==> src/rtl/arq_pkg.sv <==
`timescale 1ns / 1ps
// arq_pkg: shared types and constants of the acknowledgement request queue
// no dependencies; used by arq_cell and ack_request_queue_core

package arq_pkg;

    // request kinds as held in the queue
    typedef enum logic [1:0] {
        KIND_MESSAGE = 2'd0,
        KIND_MODE    = 2'd1,
        KIND_LEVEL   = 2'd2,
        KIND_BRAKE   = 2'd3
    } kind_t;

    // input request types
    typedef enum logic [1:0] {
        REQ_TICK  = 2'd0,
        REQ_RAISE = 2'd1,
        REQ_CLEAR = 2'd2
    } req_t;

    // granted request, none or kind plus one
    typedef enum logic [2:0] {
        GR_NONE    = 3'd0,
        GR_MESSAGE = 3'd1,
        GR_MODE    = 3'd2,
        GR_LEVEL   = 3'd3,
        GR_BRAKE   = 3'd4
    } grant_t;

    // level acknowledgement indication
    typedef enum logic [1:0] {
        LVL_NONE      = 2'd0,
        LVL_ANNOUNCED = 2'd1,
        LVL_REQUESTED = 2'd2
    } level_t;

    // configuration port
    localparam int          PADDR_WIDTH   = 3;
    localparam int          PDATA_WIDTH   = 32;
    localparam int          HOLDOFF_WIDTH = 16;
    localparam logic [15:0] HOLDOFF_RESET = 16'd1000;
    localparam int          TIME_WIDTH    = 32;

    // level ids with a special meaning
    localparam int LEVEL_ID_ANNOUNCE = 1;
    localparam int LEVEL_ID_REVOKE   = 0;

    // control of one step of the cell row
    typedef struct packed {
        logic  pop;
        logic  push;
        kind_t wr_kind;
    } cell_ctrl_t;

endpackage

==> src/rtl/arq_cell.sv <==
`timescale 1ns / 1ps
// arq_cell: one queue slot holding a kind and an id
// shifts toward the head or takes a written entry; uses arq_pkg

module arq_cell #(
    parameter int ID_WIDTH  = 16,
    parameter int IDX_WIDTH = 4,
    parameter int IDX       = 0
) (
    input  logic                   clk,
    input  arq_pkg::cell_ctrl_t    ctrl,
    input  logic [IDX_WIDTH-1:0]   wpos,
    input  logic [ID_WIDTH-1:0]    wr_id,
    input  arq_pkg::kind_t         nbr_kind,
    input  logic [ID_WIDTH-1:0]    nbr_id,
    output arq_pkg::kind_t         kind,
    output logic [ID_WIDTH-1:0]    id
);

    arq_pkg::kind_t        kind_reg;
    arq_pkg::kind_t        kind_next;
    logic [ID_WIDTH-1:0]   id_reg;
    logic [ID_WIDTH-1:0]   id_next;

    // write has priority over the shift from the neighbor
    always_comb
    begin
        kind_next = kind_reg;
        id_next   = id_reg;
        if (ctrl.push && (wpos == IDX_WIDTH'(IDX)))
        begin
            kind_next = ctrl.wr_kind;
            id_next   = wr_id;
        end
        else if (ctrl.pop)
        begin
            kind_next = nbr_kind;
            id_next   = nbr_id;
        end
    end

    // slot contents, no reset
    always_ff @(posedge clk)
    begin
        kind_reg <= kind_next;
        id_reg   <= id_next;
    end

    assign kind = kind_reg;
    assign id   = id_reg;

endmodule

==> src/rtl/ack_request_queue_core.sv <==
`timescale 1ns / 1ps
// ack_request_queue_core: ordered queue of driver acknowledgement requests
// row of arq_cell slots plus walk control and APB register; uses arq_pkg
//
//  channel | handshake          | payload
//  --------+--------------------+-------------------------------------------
//  in      | in_valid/in_ready  | req_type ack_kind ack_id time_ms
//  out     | out_valid/out_ready| allowed_kind mode_ack_flag level_ack_state
//          |                    | brake_ack_flag sound_info refresh_messages
//          |                    | pending_count dropped
//  cfg     | psel/penable/pready| paddr pwrite pwdata prdata (holdoff_ms @0)
//
// a raise or clear item walks the cell row, one walk step per queued entry,
// head popped and kept entries pushed at the tail, then finishes in ST_DONE
// a tick item goes straight to ST_DONE; the result sits in an output register
// the next item is taken while a result waits; a finished item stalls only
// when the output register is still full; reset empties the queue at once

module ack_request_queue_core #(
    parameter int QUEUE_DEPTH = 16,
    parameter int ID_WIDTH    = 16
) (
    input  logic                                   clk,
    input  logic                                   rst_n,
    input  logic                                   in_valid,
    output logic                                   in_ready,
    input  logic [1:0]                             req_type,
    input  logic [1:0]                             ack_kind,
    input  logic [ID_WIDTH-1:0]                    ack_id,
    input  logic [31:0]                            time_ms,
    output logic                                   out_valid,
    input  logic                                   out_ready,
    output logic [2:0]                             allowed_kind,
    output logic                                   mode_ack_flag,
    output logic [1:0]                             level_ack_state,
    output logic                                   brake_ack_flag,
    output logic                                   sound_info,
    output logic                                   refresh_messages,
    output logic [$clog2(QUEUE_DEPTH+1)-1:0]       pending_count,
    output logic                                   dropped,
    input  logic                                   psel,
    input  logic                                   penable,
    input  logic                                   pwrite,
    input  logic [arq_pkg::PADDR_WIDTH-1:0]        paddr,
    input  logic [arq_pkg::PDATA_WIDTH-1:0]        pwdata,
    output logic [arq_pkg::PDATA_WIDTH-1:0]        prdata,
    output logic                                   pready
);

    localparam int IDX_WIDTH = $clog2(QUEUE_DEPTH);
    localparam int CNT_WIDTH = $clog2(QUEUE_DEPTH + 1);

    typedef enum logic [1:0] {
        ST_IDLE,
        ST_WALK,
        ST_DONE
    } state_t;

    typedef enum logic [1:0] {
        OP_NONE,
        OP_TICK,
        OP_APPEND,
        OP_REMOVE
    } op_t;

    // control and working state
    state_t                               state_reg, state_next;
    op_t                                  op_reg, op_next;
    arq_pkg::kind_t                       kind_reg, kind_next;
    logic [ID_WIDTH-1:0]                  id_reg, id_next;
    logic [arq_pkg::TIME_WIDTH-1:0]       now_reg, now_next;
    logic [CNT_WIDTH-1:0]                 step_reg, step_next;
    logic [CNT_WIDTH-1:0]                 len_reg, len_next;
    logic                                 kept_reg, kept_next;
    logic                                 found_reg, found_next;

    // architectural state
    logic [CNT_WIDTH-1:0]                 fill_reg, fill_next;
    arq_pkg::grant_t                      granted_reg, granted_next;
    logic                                 mode_reg, mode_next;
    arq_pkg::level_t                      level_reg, level_next;
    logic                                 brake_reg, brake_next;
    logic                                 announce_reg, announce_next;
    logic [arq_pkg::TIME_WIDTH-1:0]       release_reg, release_next;
    logic [arq_pkg::HOLDOFF_WIDTH-1:0]    holdoff_reg, holdoff_next;

    // output register
    logic                                 out_valid_reg, out_valid_next;
    arq_pkg::grant_t                      o_grant_reg, o_grant_next;
    logic                                 o_mode_reg, o_mode_next;
    arq_pkg::level_t                      o_level_reg, o_level_next;
    logic                                 o_brake_reg, o_brake_next;
    logic                                 o_sound_reg, o_sound_next;
    logic                                 o_refresh_reg, o_refresh_next;
    logic [CNT_WIDTH-1:0]                 o_count_reg, o_count_next;
    logic                                 o_dropped_reg, o_dropped_next;

    // cell row
    arq_pkg::cell_ctrl_t                  cell_ctrl;
    logic [IDX_WIDTH-1:0]                 cell_wpos;
    logic [ID_WIDTH-1:0]                  cell_wr_id;
    arq_pkg::kind_t                       cell_kind [QUEUE_DEPTH];
    logic [ID_WIDTH-1:0]                  cell_id [QUEUE_DEPTH];

    logic                                 in_fire;
    logic                                 done_fire;
    logic                                 cfg_write;
    logic                                 head_hit;
    logic                                 head_dup;
    logic [CNT_WIDTH-1:0]                 len_dec;
    logic [CNT_WIDTH-1:0]                 step_inc;
    logic [arq_pkg::TIME_WIDTH-1:0]       since_release;
    logic                                 step_sound;
    logic                                 step_refresh;
    logic                                 step_dropped;

    // row of queue slots, each shifting toward the head
    for (genvar gi = 0; gi < QUEUE_DEPTH; gi++)
    begin : g_cell
        arq_pkg::kind_t        nbr_kind;
        logic [ID_WIDTH-1:0]   nbr_id;

        if (gi == QUEUE_DEPTH - 1)
        begin : g_tail
            assign nbr_kind = cell_kind[gi];
            assign nbr_id   = cell_id[gi];
        end
        else
        begin : g_link
            assign nbr_kind = cell_kind[gi+1];
            assign nbr_id   = cell_id[gi+1];
        end

        arq_cell #(
            .ID_WIDTH  (ID_WIDTH),
            .IDX_WIDTH (IDX_WIDTH),
            .IDX       (gi)
        ) u_cell (
            .clk      (clk),
            .ctrl     (cell_ctrl),
            .wpos     (cell_wpos),
            .wr_id    (cell_wr_id),
            .nbr_kind (nbr_kind),
            .nbr_id   (nbr_id),
            .kind     (cell_kind[gi]),
            .id       (cell_id[gi])
        );
    end

    // handshakes
    assign in_ready  = (state_reg == ST_IDLE);
    assign in_fire   = in_valid && in_ready;
    assign done_fire = (state_reg == ST_DONE) && (!out_valid_reg || out_ready);
    assign cfg_write = psel && penable && pwrite;
    assign pready    = 1'b1;

    // register read
    always_comb
    begin
        prdata = '0;
        if (paddr[2] == 1'b0)
        begin
            prdata = arq_pkg::PDATA_WIDTH'(holdoff_reg);
        end
    end

    // head compare during the walk
    assign head_hit = (cell_kind[0] == kind_reg) &&
                      ((kind_reg != arq_pkg::KIND_MESSAGE) || (cell_id[0] == id_reg));
    assign head_dup = (cell_kind[0] == kind_reg) && (cell_id[0] == id_reg);
    assign len_dec  = len_reg - CNT_WIDTH'(1);
    assign step_inc = step_reg + CNT_WIDTH'(1);
    assign since_release = now_reg - release_reg;

    // next state
    always_comb
    begin
        state_next     = state_reg;
        op_next        = op_reg;
        kind_next      = kind_reg;
        id_next        = id_reg;
        now_next       = now_reg;
        step_next      = step_reg;
        len_next       = len_reg;
        kept_next      = kept_reg;
        found_next     = found_reg;
        fill_next      = fill_reg;
        granted_next   = granted_reg;
        mode_next      = mode_reg;
        level_next     = level_reg;
        brake_next     = brake_reg;
        announce_next  = announce_reg;
        release_next   = release_reg;
        holdoff_next   = holdoff_reg;
        out_valid_next = out_valid_reg;
        o_grant_next   = o_grant_reg;
        o_mode_next    = o_mode_reg;
        o_level_next   = o_level_reg;
        o_brake_next   = o_brake_reg;
        o_sound_next   = o_sound_reg;
        o_refresh_next = o_refresh_reg;
        o_count_next   = o_count_reg;
        o_dropped_next = o_dropped_reg;
        cell_ctrl      = '{pop: 1'b0, push: 1'b0, wr_kind: cell_kind[0]};
        cell_wpos      = len_dec[IDX_WIDTH-1:0];
        cell_wr_id     = cell_id[0];
        step_sound     = 1'b0;
        step_refresh   = 1'b0;
        step_dropped   = 1'b0;

        // configuration write
        if (cfg_write && (paddr[2] == 1'b0))
        begin
            holdoff_next = pwdata[arq_pkg::HOLDOFF_WIDTH-1:0];
        end

        // result taken
        if (out_valid_reg && out_ready)
        begin
            out_valid_next = 1'b0;
        end

        case (state_reg)
            ST_IDLE:
            begin
                if (in_fire)
                begin
                    kind_next  = arq_pkg::kind_t'(ack_kind);
                    id_next    = ack_id;
                    now_next   = time_ms;
                    step_next  = '0;
                    len_next   = fill_reg;
                    kept_next  = 1'b0;
                    found_next = 1'b0;
                    case (req_type)
                        arq_pkg::REQ_TICK:
                        begin
                            op_next = OP_TICK;
                        end
                        arq_pkg::REQ_RAISE:
                        begin
                            // level announce: flag set, all level entries removed
                            if ((arq_pkg::kind_t'(ack_kind) == arq_pkg::KIND_LEVEL) &&
                                (ack_id == ID_WIDTH'(arq_pkg::LEVEL_ID_ANNOUNCE)))
                            begin
                                announce_next = 1'b1;
                                op_next       = OP_REMOVE;
                            end
                            else
                            begin
                                op_next = OP_APPEND;
                            end
                        end
                        arq_pkg::REQ_CLEAR:
                        begin
                            if ((arq_pkg::kind_t'(ack_kind) == arq_pkg::KIND_LEVEL) &&
                                (ack_id == ID_WIDTH'(arq_pkg::LEVEL_ID_REVOKE)))
                            begin
                                announce_next = 1'b0;
                            end
                            op_next = OP_REMOVE;
                        end
                        default:
                        begin
                            op_next = OP_NONE;
                        end
                    endcase
                    if ((req_type == arq_pkg::REQ_RAISE || req_type == arq_pkg::REQ_CLEAR) &&
                        (fill_reg != '0))
                    begin
                        state_next = ST_WALK;
                    end
                    else
                    begin
                        state_next = ST_DONE;
                    end
                end
            end

            ST_WALK:
            begin
                // pop the head; push it back at the tail when kept
                cell_ctrl.pop = 1'b1;
                if (op_reg == OP_APPEND)
                begin
                    cell_ctrl.push = 1'b1;
                    if (head_dup)
                    begin
                        found_next = 1'b1;
                    end
                end
                else
                begin
                    cell_ctrl.push = !head_hit;
                    if (head_hit)
                    begin
                        len_next = len_dec;
                        // head entry removed: the grant ends
                        if (!kept_reg)
                        begin
                            case (granted_reg)
                                arq_pkg::GR_MODE:
                                begin
                                    mode_next = 1'b0;
                                end
                                arq_pkg::GR_BRAKE:
                                begin
                                    brake_next = 1'b0;
                                end
                                arq_pkg::GR_LEVEL:
                                begin
                                    level_next = announce_reg ? arq_pkg::LVL_ANNOUNCED
                                                              : arq_pkg::LVL_NONE;
                                end
                                default:
                                begin
                                end
                            endcase
                            release_next = now_reg;
                            granted_next = arq_pkg::GR_NONE;
                        end
                    end
                    else
                    begin
                        kept_next = 1'b1;
                    end
                end
                step_next = step_inc;
                if (step_inc == fill_reg)
                begin
                    state_next = ST_DONE;
                end
            end

            ST_DONE:
            begin
                if (done_fire)
                begin
                    case (op_reg)
                        OP_APPEND:
                        begin
                            if (!found_reg)
                            begin
                                if (fill_reg < CNT_WIDTH'(QUEUE_DEPTH))
                                begin
                                    cell_ctrl.push    = 1'b1;
                                    cell_ctrl.wr_kind = kind_reg;
                                    cell_wpos         = fill_reg[IDX_WIDTH-1:0];
                                    cell_wr_id        = id_reg;
                                    fill_next         = fill_reg + CNT_WIDTH'(1);
                                end
                                else
                                begin
                                    step_dropped = 1'b1;
                                end
                            end
                        end
                        OP_REMOVE:
                        begin
                            fill_next = len_reg;
                        end
                        OP_TICK:
                        begin
                            // grant the head once the hold-off has passed
                            if ((granted_reg == arq_pkg::GR_NONE) && (fill_reg != '0) &&
                                (since_release > arq_pkg::TIME_WIDTH'(holdoff_reg)))
                            begin
                                case (cell_kind[0])
                                    arq_pkg::KIND_MESSAGE:
                                    begin
                                        step_refresh = 1'b1;
                                        granted_next = arq_pkg::GR_MESSAGE;
                                    end
                                    arq_pkg::KIND_MODE:
                                    begin
                                        step_sound   = 1'b1;
                                        mode_next    = 1'b1;
                                        granted_next = arq_pkg::GR_MODE;
                                    end
                                    arq_pkg::KIND_LEVEL:
                                    begin
                                        step_sound   = 1'b1;
                                        level_next   = arq_pkg::LVL_REQUESTED;
                                        granted_next = arq_pkg::GR_LEVEL;
                                    end
                                    default:
                                    begin
                                        step_sound   = 1'b1;
                                        brake_next   = 1'b1;
                                        granted_next = arq_pkg::GR_BRAKE;
                                    end
                                endcase
                            end
                            // level announce indication
                            if (announce_reg)
                            begin
                                if ((granted_next != arq_pkg::GR_MODE) &&
                                    (granted_next != arq_pkg::GR_LEVEL))
                                begin
                                    if (level_next == arq_pkg::LVL_NONE)
                                    begin
                                        step_sound = 1'b1;
                                    end
                                    level_next = arq_pkg::LVL_ANNOUNCED;
                                end
                            end
                            else if (level_next == arq_pkg::LVL_ANNOUNCED)
                            begin
                                level_next = arq_pkg::LVL_NONE;
                            end
                        end
                        default:
                        begin
                        end
                    endcase
                    out_valid_next = 1'b1;
                    o_grant_next   = granted_next;
                    o_mode_next    = mode_next;
                    o_level_next   = level_next;
                    o_brake_next   = brake_next;
                    o_sound_next   = step_sound;
                    o_refresh_next = step_refresh;
                    o_count_next   = fill_next;
                    o_dropped_next = step_dropped;
                    state_next     = ST_IDLE;
                end
            end

            default:
            begin
                state_next = ST_IDLE;
            end
        endcase
    end

    // state and registered outputs
    always_ff @(posedge clk or negedge rst_n)
    begin
        if (!rst_n)
        begin
            state_reg     <= ST_IDLE;
            op_reg        <= OP_NONE;
            step_reg      <= '0;
            len_reg       <= '0;
            kept_reg      <= 1'b0;
            found_reg     <= 1'b0;
            fill_reg      <= '0;
            granted_reg   <= arq_pkg::GR_NONE;
            mode_reg      <= 1'b0;
            level_reg     <= arq_pkg::LVL_NONE;
            brake_reg     <= 1'b0;
            announce_reg  <= 1'b0;
            release_reg   <= '0;
            holdoff_reg   <= arq_pkg::HOLDOFF_RESET;
            out_valid_reg <= 1'b0;
        end
        else
        begin
            state_reg     <= state_next;
            op_reg        <= op_next;
            step_reg      <= step_next;
            len_reg       <= len_next;
            kept_reg      <= kept_next;
            found_reg     <= found_next;
            fill_reg      <= fill_next;
            granted_reg   <= granted_next;
            mode_reg      <= mode_next;
            level_reg     <= level_next;
            brake_reg     <= brake_next;
            announce_reg  <= announce_next;
            release_reg   <= release_next;
            holdoff_reg   <= holdoff_next;
            out_valid_reg <= out_valid_next;
        end
    end

    // item payload and result fields, no reset
    always_ff @(posedge clk)
    begin
        kind_reg      <= kind_next;
        id_reg        <= id_next;
        now_reg       <= now_next;
        o_grant_reg   <= o_grant_next;
        o_mode_reg    <= o_mode_next;
        o_level_reg   <= o_level_next;
        o_brake_reg   <= o_brake_next;
        o_sound_reg   <= o_sound_next;
        o_refresh_reg <= o_refresh_next;
        o_count_reg   <= o_count_next;
        o_dropped_reg <= o_dropped_next;
    end

    assign out_valid        = out_valid_reg;
    assign allowed_kind     = o_grant_reg;
    assign mode_ack_flag    = o_mode_reg;
    assign level_ack_state  = o_level_reg;
    assign brake_ack_flag   = o_brake_reg;
    assign sound_info       = o_sound_reg;
    assign refresh_messages = o_refresh_reg;
    assign pending_count    = o_count_reg;
    assign dropped          = o_dropped_reg;

endmodule
==> config.mk <==
export PLATFORM = sky130hd
export DESIGN_NAME = ack_request_queue_core
export DESIGN_NICKNAME = d
export VERILOG_FILES = /design/src/rtl/arq_pkg.sv /design/src/rtl/arq_cell.sv /design/src/rtl/ack_request_queue_core.sv
export SDC_FILE = /design/constraint.sdc
export NUM_CORES = 1
export LEC_CHECK = 0
export BUFFER_PORTS_ARGS = -buffer_cell sky130_fd_sc_hd__buf_2
export CORE_MARGIN = 2
export CORE_UTILIZATION = 45
export CTS_CLUSTER_DIAMETER = 80
export DETAILED_ROUTE_END_ITERATION = 8
export PLACE_DENSITY = 0.72
export SYNTH_ARGS = -nofsm -noshare
export SYNTH_HDL_FRONTEND = slang
export SYNTH_SLANG_ARGS = --single-unit
==> constraint.sdc <==
create_clock -name clk -period 14.4 [get_ports clk]
set_input_delay 0.72 -clock clk [delete_from_list [all_inputs] [get_ports clk]]
set_output_delay 0.72 -clock clk [all_outputs]
set_load 0.05 [all_outputs]
==> results of run 1 <==
[power by group through the flow]
| stage | Sequential (mW) | Clock (mW) | Combinational [mW] |
|---|---|---|---|
| final | 1.93 | 1.20 | 1.56 |
| after global routing | 1.96 | 1.28 | 1.73 |
| after CTS | 1.93 | 1.23 | 1.56 |
| after detailed placement | 1.95 | 0 | 1.55 |
| after global placement | 1.93 | 0 | 1.51 |
| after floorplan | 1.96 | 0 | 1.15 |
[placed cells by master, fill, tap and decap left out, types with 8 or more instances in the layout]
cell type	n
dfrtp_1	72
nor2_1	84
o21a_1	8
nand3_1	27
nand2_1	144
nor3_1	13
ha_1	62
xor2_1	10
nand4_1	14
a21oi_1	48
inv_1	73
buf_4	20
conb_1	17
clkbuf_16	46
a31oi_1	11
clkinv_2	9
edfxtp_1	353
buf_2	107
mux2_2	292
xnor2_1	40
or2_2	18
a21o_1	11
o21ai_0	61
[metal layers]
| metal | vias to the layer above | routed length [um] | GRT usage [%] |
|---|---|---|---|
| met5 | - | 13 | 0 |
| met4 | 2 | 1511 | 6.820 |
| met3 | 89 | 1465 | 3.280 |
| met2 | 195 | 20940 | 30.05 |
| met1 | 6104 | 16740 | 19.50 |
| li1 | 6096 | - | - |
[worst max-delay path by stage]
stage	start	end	slack (ns)	cells past startpoint
finish	now_reg[0]$_DFFE_PP_	level_ack_state[0]$_DFFE_PP_	8.36	19
CTS	now_reg[0]$_DFFE_PP_	level_ack_state[0]$_DFFE_PP_	8.39	19
detailed placement	now_reg[0]$_DFFE_PP_	level_ack_state[0]$_DFFE_PP_	8.44	19
floorplan	now_reg[0]$_DFFE_PP_	allowed_kind[2]$_DFFE_PP_	9.58	20
global route	now_reg[0]$_DFFE_PP_	level_ack_state[0]$_DFFE_PP_	8.03	19
global placement	now_reg[0]$_DFFE_PP_	level_ack_state[0]$_DFFE_PP_	8.53	19
[synth_stat cells (17+ instances only)]
| library cell | n | area, um2 |
|---|---|---|
| edfxtp_1 | 353 | 10600 |
| buf_4 | 17 | 127.6 |
| nand3_1 | 27 | 135.1 |
| or2_2 | 18 | 112.6 |
| mux2_2 | 292 | 3288 |
| xnor2_1 | 40 | 350.3 |
| nand2_1 | 144 | 540.5 |
| inv_1 | 74 | 277.8 |
| o21ai_0 | 61 | 305.3 |
| nor2_1 | 84 | 315.3 |
| clkbuf_1 | 59 | 221.5 |
| a21oi_1 | 48 | 240.2 |
| dfrtp_1 | 72 | 1802 |
| ha_1 | 62 | 775.7 |
[area by class of cell]
class                   instances  area [um2]
clock buffers                  55        1205
clock inverters                31       357.8
fillers                      3926       22650
inverters                      75       281.5
multi-input cells            1023        7956
flip-flops and latches        431       12560
well taps                     607       759.5
repair buffers                127       685.7
[logic make-up after synthesis]
family,synth area share [%]
buf+inv,3.416
compound gates,7.021
fa+ha+maj,3.759
mux,15.86
other cells,0.03547
xor+xnor,2.069
simple gates,8.511
flops,59.33
[through the flow]
stage / setup slack [ns] / cells / power, mW
5_1_grt: 8.032 / 2349 / 4.974
6_report: 8.362 / 2349 / 4.684
3_5_place_dp: 8.440 / 2263 / 3.499
2_1_floorplan: 9.577 / 1621 / 3.106
3_3_place_gp: 8.527 / 2263 / 3.436
4_1_cts: 8.393 / 2349 / 4.717
==> flow_summary_export.csv, run 1 <==
group,metric,value,unit
worst_setup_path,cp_max_fo,11,
worst_hold_path,hold_end,"now_reg[8]$_DFFE_PP_",
clocking,htreeDepth,2,
sta,drv_slew,0,
routing,first_iter_violations,651,
global_route,antenna_found_initial,1,
sta,period_share,41.93,%
worst_setup_path,required,14.79,ns
pwr,p_clk_share,25.7,%
pwr,seqPwrFrac,41.1,%
worst_setup_path,ff2ff_setup_slack,8.36,ns
clocking,clk_latency,0.61,ns
clocking,cts_setup_buffers,0,
cells_and_area,area_delta_synth_final,12.45,%
routing,routedWlPerCell,17.31,um
yosys,synth_area,21170,um2
clocking,clockRootBuffer,"clkbuf_16",
yosys,ys_async_sr_fraction,18.10,%
cells_and_area,antenna_cells,0,
worst_setup_path,cpPeakStageDelay,0.69,ns
placement,finalWeightedCongestion,0.8598,
clocking,ctsLongestPathBuffers,3,
job,drv_cap,0,
yosys,yosys_most_used_dff,"edfxtp_1",
floorplanning,dieWidth,220.9,um
cells_and_area,fin_area,23810,um2
global_route,track_usage,16.71,%
worst_setup_path,crit_chain,"inv_1, ha_1, fa_1, nor2b_1, o2111ai_2, a2111oi_0, nor3_1, xnor2_1, ha_1, nand4_1, or4_1, nor2_1, a21oi_1, a2111oi_0, nand4_1, nor4_2, nand4b_4, a21o_2, a222oi_1",
routing,ant_nets,0,
sta,finalSetupTns,0,ns
floorplanning,row_count,79,
cells_and_area,nNetsFinal,1861,
worst_hold_path,min-delay-start,"time_ms[8]",
clocking,cts.sinks,431,
routing,vias,12486,
run_status,status,"completed",
worst_setup_path,slowest_stage,"a2111oi_0",
routing,drt_pass1_iterations,5,
global_route,grt_max_degree,79,
placement,dp.final_hpwl,29560,um
routing,drt_wl_total,40670,um
pwr,p_sw,1.620,mW
pwr,powerDensity,196.8,nW/um2
worst_setup_path,crit_type,"register to register",
sta,rsz0062_at_grt,"no",
clocking,cts_buffers,46,
worst_setup_path,r2r-start,"now_reg[0]$_DFFE_PP_",
global_route,grt-ovfl-total,0,
floorplanning,ioPinCount,144,
floorplanning,start_util,45.57,%
pwr,p_leak,8.778,nW
placement,portBuffers,108,
yosys,ys_seq_elements,431,
yosys,synth_warnings,0,
sta,tightest_slew,1.182,ns
yosys,synth_edf_count,353,
sta,hold_slack,0.2911,ns
global_route,grt_pass1_vias,13046,
pwr,sw_frac_of_total,34.59,%
cells_and_area,drive_gt1_share,31.34,%
placement,placed_area,22240,um2
sta,setup_viol,0,
yosys,syn_avg_cell_area,13.18,um2
worst_setup_path,crit_arrival,6.43,ns
yosys,netlist_instances,1606,
floorplanning,die_area,48800,um2
worst_setup_path,r2r_cells,19,
global_route,grt_pass1_wl,66930,um
clocking,clk_pin_slew,0.06,ns
sta,max_slew_margin,20.68,%
sta,fin_skew,0.03827,ns
cells_and_area,final_util,51.24,%
floorplanning,coreArea,46460,um2
worst_setup_path,start_kind,"register",
sta,period_minus_slack,6.038,ns
clocking,cts_hold_buf,0,
sta,hold_viol,0,
worst_setup_path,critPathBufInv,1,
clocking,cts_tree,"yes",
pwr,internal_power,3.064,mW
worst_setup_path,end_kind,"register",
sta,max_freq,0.1656,GHz
yosys,ys_seq_area_share,59.33,%
worst_setup_path,r2r-end,"level_ack_state[0]$_DFFE_PP_",
routing,drc_errors,0,
yosys,yosysUniqueCellTypes,87,
pwr,peakVddDrop,123.4,uV
worst_hold_path,min_path_type,"input pin to register",
pwr,p_comb_share,33.2,%
routing,vias_per_cell,5.315,
floorplanning,die_y,220.9,um
worst_setup_path,crit_family,"compound AO/OA/AOI/OAI gates",
worst_hold_path,whs_path_depth,1,
cells_and_area,largest_reg_flops,256,
clocking,post_cts_resized,0,
Power figures use the tool's default switching activity.
==> run 2, diff against run 1 <==
- ABC_AREA: default -> 1
- PLACE_DENSITY: 0.72 -> 0.75
- clock period: 14.4 -> 5.27 ns (I/O delays scaled with it)
==> run 2 against run 1 <==
  * Highest routed layer is now met4
  * Power rose to 2.8 times the previous value
  * First-iteration DRC count rose by 89%
  * Non-clock buffer count rose by 55
  * Synthesized area rose by 1.4%
  * Clock power rose to 2.6 times the previous value
  * Fmax rose by 35%
  * Worst setup slack got worse by 7.6 ns
  * Count of clock-buffer cells in the layout rose by 1
  * Worst hold slack got worse by 0.25 ns
  * Core utilization rose by 0.16 points
  * Critical path depth fell by 11
==> flow_summary_export.csv, run 2 <==
group,metric,value,unit
run_status,status,"completed",
routing,vias,15714,
floorplanning,die_area,49460,um2
sta,fin_skew,0.03177,ns
clocking,htreeDepth,2,
placement,finalWeightedCongestion,0.8935,
yosys,ys_seq_elements,431,
clocking,clk_pin_slew,0.06,ns
pwr,p_leak,11.05,nW
clocking,cts.sinks,431,
worst_setup_path,start_kind,"register",
cells_and_area,drive_gt1_share,9.950,%
floorplanning,start_util,45.24,%
yosys,yosys-top-cells-count,"nand2_1, edfxtp_1, inv_1",
placement,portBuffers,108,
floorplanning,coreArea,47450,um2
routing,routedWlPerCell,16.09,um
job,drv_cap,0,
pwr,sw_frac_of_total,39.54,%
sta,max_freq,0.2232,GHz
floorplanning,ioPinCount,144,
worst_setup_path,cp_max_fo,45,
global_route,grt_pass1_vias,15604,
routing,drt_pass1_iterations,8,
cells_and_area,final_cell_mix,"nand2_1, edfxtp_1, inv_1, o21ai_0, nor2_1",
yosys,yosysUniqueCellTypes,51,
global_route,antenna_found_initial,1,
yosys,yosysMostFrequentCell,"nand2_1",
worst_setup_path,end_kind,"register",
sta,setup_ws,0.7901,ns
clocking,post_cts_resized,0,
worst_setup_path,required,5.47,ns
yosys,ys_async_sr_fraction,18.10,%
clocking,cts_tree,"yes",
yosys,yosys_most_used_dff,"edfxtp_1",
yosys,netlist_instances,2250,
floorplanning,dieWidth,222.4,um
routing,wl_met3,2505,um
pwr,powerDensity,544.2,nW/um2
pwr,finalPower,13.27,mW
pwr,peakVddDrop,254.0,uV
sta,drv_slew,0,
pwr,p_sw,5.248,mW
sta,max_slew_margin,22.89,%
cells_and_area,nNetsFinal,2548,
yosys,yosysTopAreaCellShare,49.39,%
pwr,p_comb_share,38.3,%
placement,dp_cells,2892,
clocking,cts_buffers,45,
cells_and_area,area_delta_synth_final,13.62,%
global_route,grt-ovfl-total,0,
floorplanning,die_y,222.4,um
yosys,synth.area.top_cells,"edfxtp_1, nand2_1, dfrtp_1, o21ai_0, inv_1",
sta,period_share,85.01,%
cells_and_area,fillerInstances,4106,
routing,top_layer,"met4",
global_route,grt_pass1_wl,79130,um
worst_setup_path,crit_arrival,4.68,ns
yosys,syn_avg_cell_area,9.540,um2
routing,wl_met2,24800,um
sta,finalSetupTns,0,ns
pwr,internal_power,8.025,mW
routing,ant_nets,0,
cells_and_area,final_util,51.40,%
yosys,synth_warnings,0,
placement,dp.final_hpwl,33270,um
routing,drc_errors,0,
global_route,grt_max_degree,79,
routing,first_iter_violations,1228,
yosys,synth_area,21460,um2
placement,pre_cts_ws,0.8305,ns
global_route,track_usage,19.88,%
clocking,clk_latency,0.60,ns
sta,setup_viol,0,
clocking,clockRootBuffer,"clkbuf_16",
cells_and_area,largest_reg_flops,256,
pwr,seqPwrFrac,38.2,%
cells_and_area,fin_cells,3038,
cells_and_area,final_common_cell,"nand2_1",
floorplanning,row_count,80,
sta,period_minus_slack,4.480,ns
routing,vias_per_cell,5.172,
clocking,ctsLongestPathBuffers,3,
sta,tightest_slew,1.153,ns
worst_hold_path,min_path_type,"input pin to register",
yosys,synth_top_area_cell,"edfxtp_1",
routing,drt-met1-wl,20210,um
worst_setup_path,crit_type,"register to register",
pwr,p_clk_share,23.5,%
sta,hold_viol,0,
yosys,synth_edf_count,353,
routing,drt_wl_total,48870,um
yosys,ys_seq_area_share,58.51,%
sta,rsz0062_at_grt,"no",
[run 2: changes by cell type in the layout (fill, tap and decap cells not counted), sizes merged, moves of 14 or more]
cell | previous run | this run
a21o | 14 | 0
a21oi | 52 | 83
dlygate4sd3 | 0 | 67
inv | 78 | 285
mux2 | 292 | 1
nand2 | 144 | 634
nand3 | 27 | 59
nor2 | 84 | 157
o21ai | 67 | 306
or2 | 21 | 4
xnor2 | 40 | 4
xor2 | 10 | 34
[run 2: kinds of logic after synthesis]
family	count (synthesis)	share of synthesized area [%]
xor+xnor	38	1.551
flops	431	58.51
compound gates	432	11.03
fa+ha+maj	63	3.707
buf+inv	388	7.840
other cells	2	0.03499
mux	2	0.09909
simple gates	894	17.23
[run 2: layout make-up]
type	instances	area [um2]	share of cell area (%)
Timing Repair Buffer	182	1266	5.192
Clock buffer	56	1199	4.915
Clock inverter	22	241.5	0.9902
Multi-Input combinational cell	1446	7281	29.85
Antenna cell	1	2.502	0.01026
Sequential cell	431	12560	51.50
Tap cell	615	769.5	3.155
Inverter	285	1070	4.386
[run 2: worst paths after layout]
path	from	end	slack, ns	depth (start not counted)
worst max-delay path	state_reg[0]$_DFFE_PN0P_	g_cell[5].u_cell.id[13]$_DFFE_PP_	0.79	8
worst min-delay path	req_type[1]	op_reg[0]$_DFFE_PN0P_	0.04	3
worst max register to register	state_reg[0]$_DFFE_PN0P_	g_cell[5].u_cell.id[13]$_DFFE_PP_	0.79	8
worst min register to register	level_reg[1]$_DFFE_PN0P_	level_reg[1]$_DFFE_PN0P_	0.49	2
max in group asynchronous	rst_n	announce_reg$_DFFE_PN0P_	4.18	2
min in group asynchronous	rst_n	holdoff_reg[0]$_DFFE_PN0P_	0.41	2
[run 2: power by group through the flow]
stage | Sequential, mW | Combinational [mW] | Clock, mW
after floorplan | 5.20 | 3.58 | 0
after global placement | 5.10 | 4.85 | 0
after detailed placement | 5.13 | 5.01 | 0
after CTS | 5.07 | 5.09 | 3.16
after global routing | 5.14 | 5.77 | 3.30
final | 5.07 | 5.08 | 3.12
[run 2: critical path, cell delays in order (launching register included)]
cell and delay (ns):
dfrtp_1 0.38, inv_1 0.10, ha_1 0.33, inv_2 0.13
nor2_4 0.16, nand3_4 0.41, a21oi_4 0.93, nand4_2 0.79
nand2_1 0.83
[run 2: layer usage]
metal / up-vias / track usage, %
met5: - / 0
met4: 0 / 6.668
met3: 101 / 3.147
met2: 426 / 35.83
met1: 7483 / 24.29
li1: 7704 / -
[run 2: timing repair]
action	CTS	global route
hold buffers	67	0
hold endpoints to repair	139	0
setup buffers	0	0
setup endpoints to repair	0	0
[run 2: per-stage QoR]
| step | hold slack, ns | instance area (um2) |
|---|---|---|
| global route | 0.04445 | 24390 |
| floorplan | -0.03209 | 21520 |
| detailed placement | 0.4421 | 22280 |
| finish | 0.03891 | 24390 |
| global placement | 0.4433 | 22280 |
| CTS | 0.02364 | 24390 |
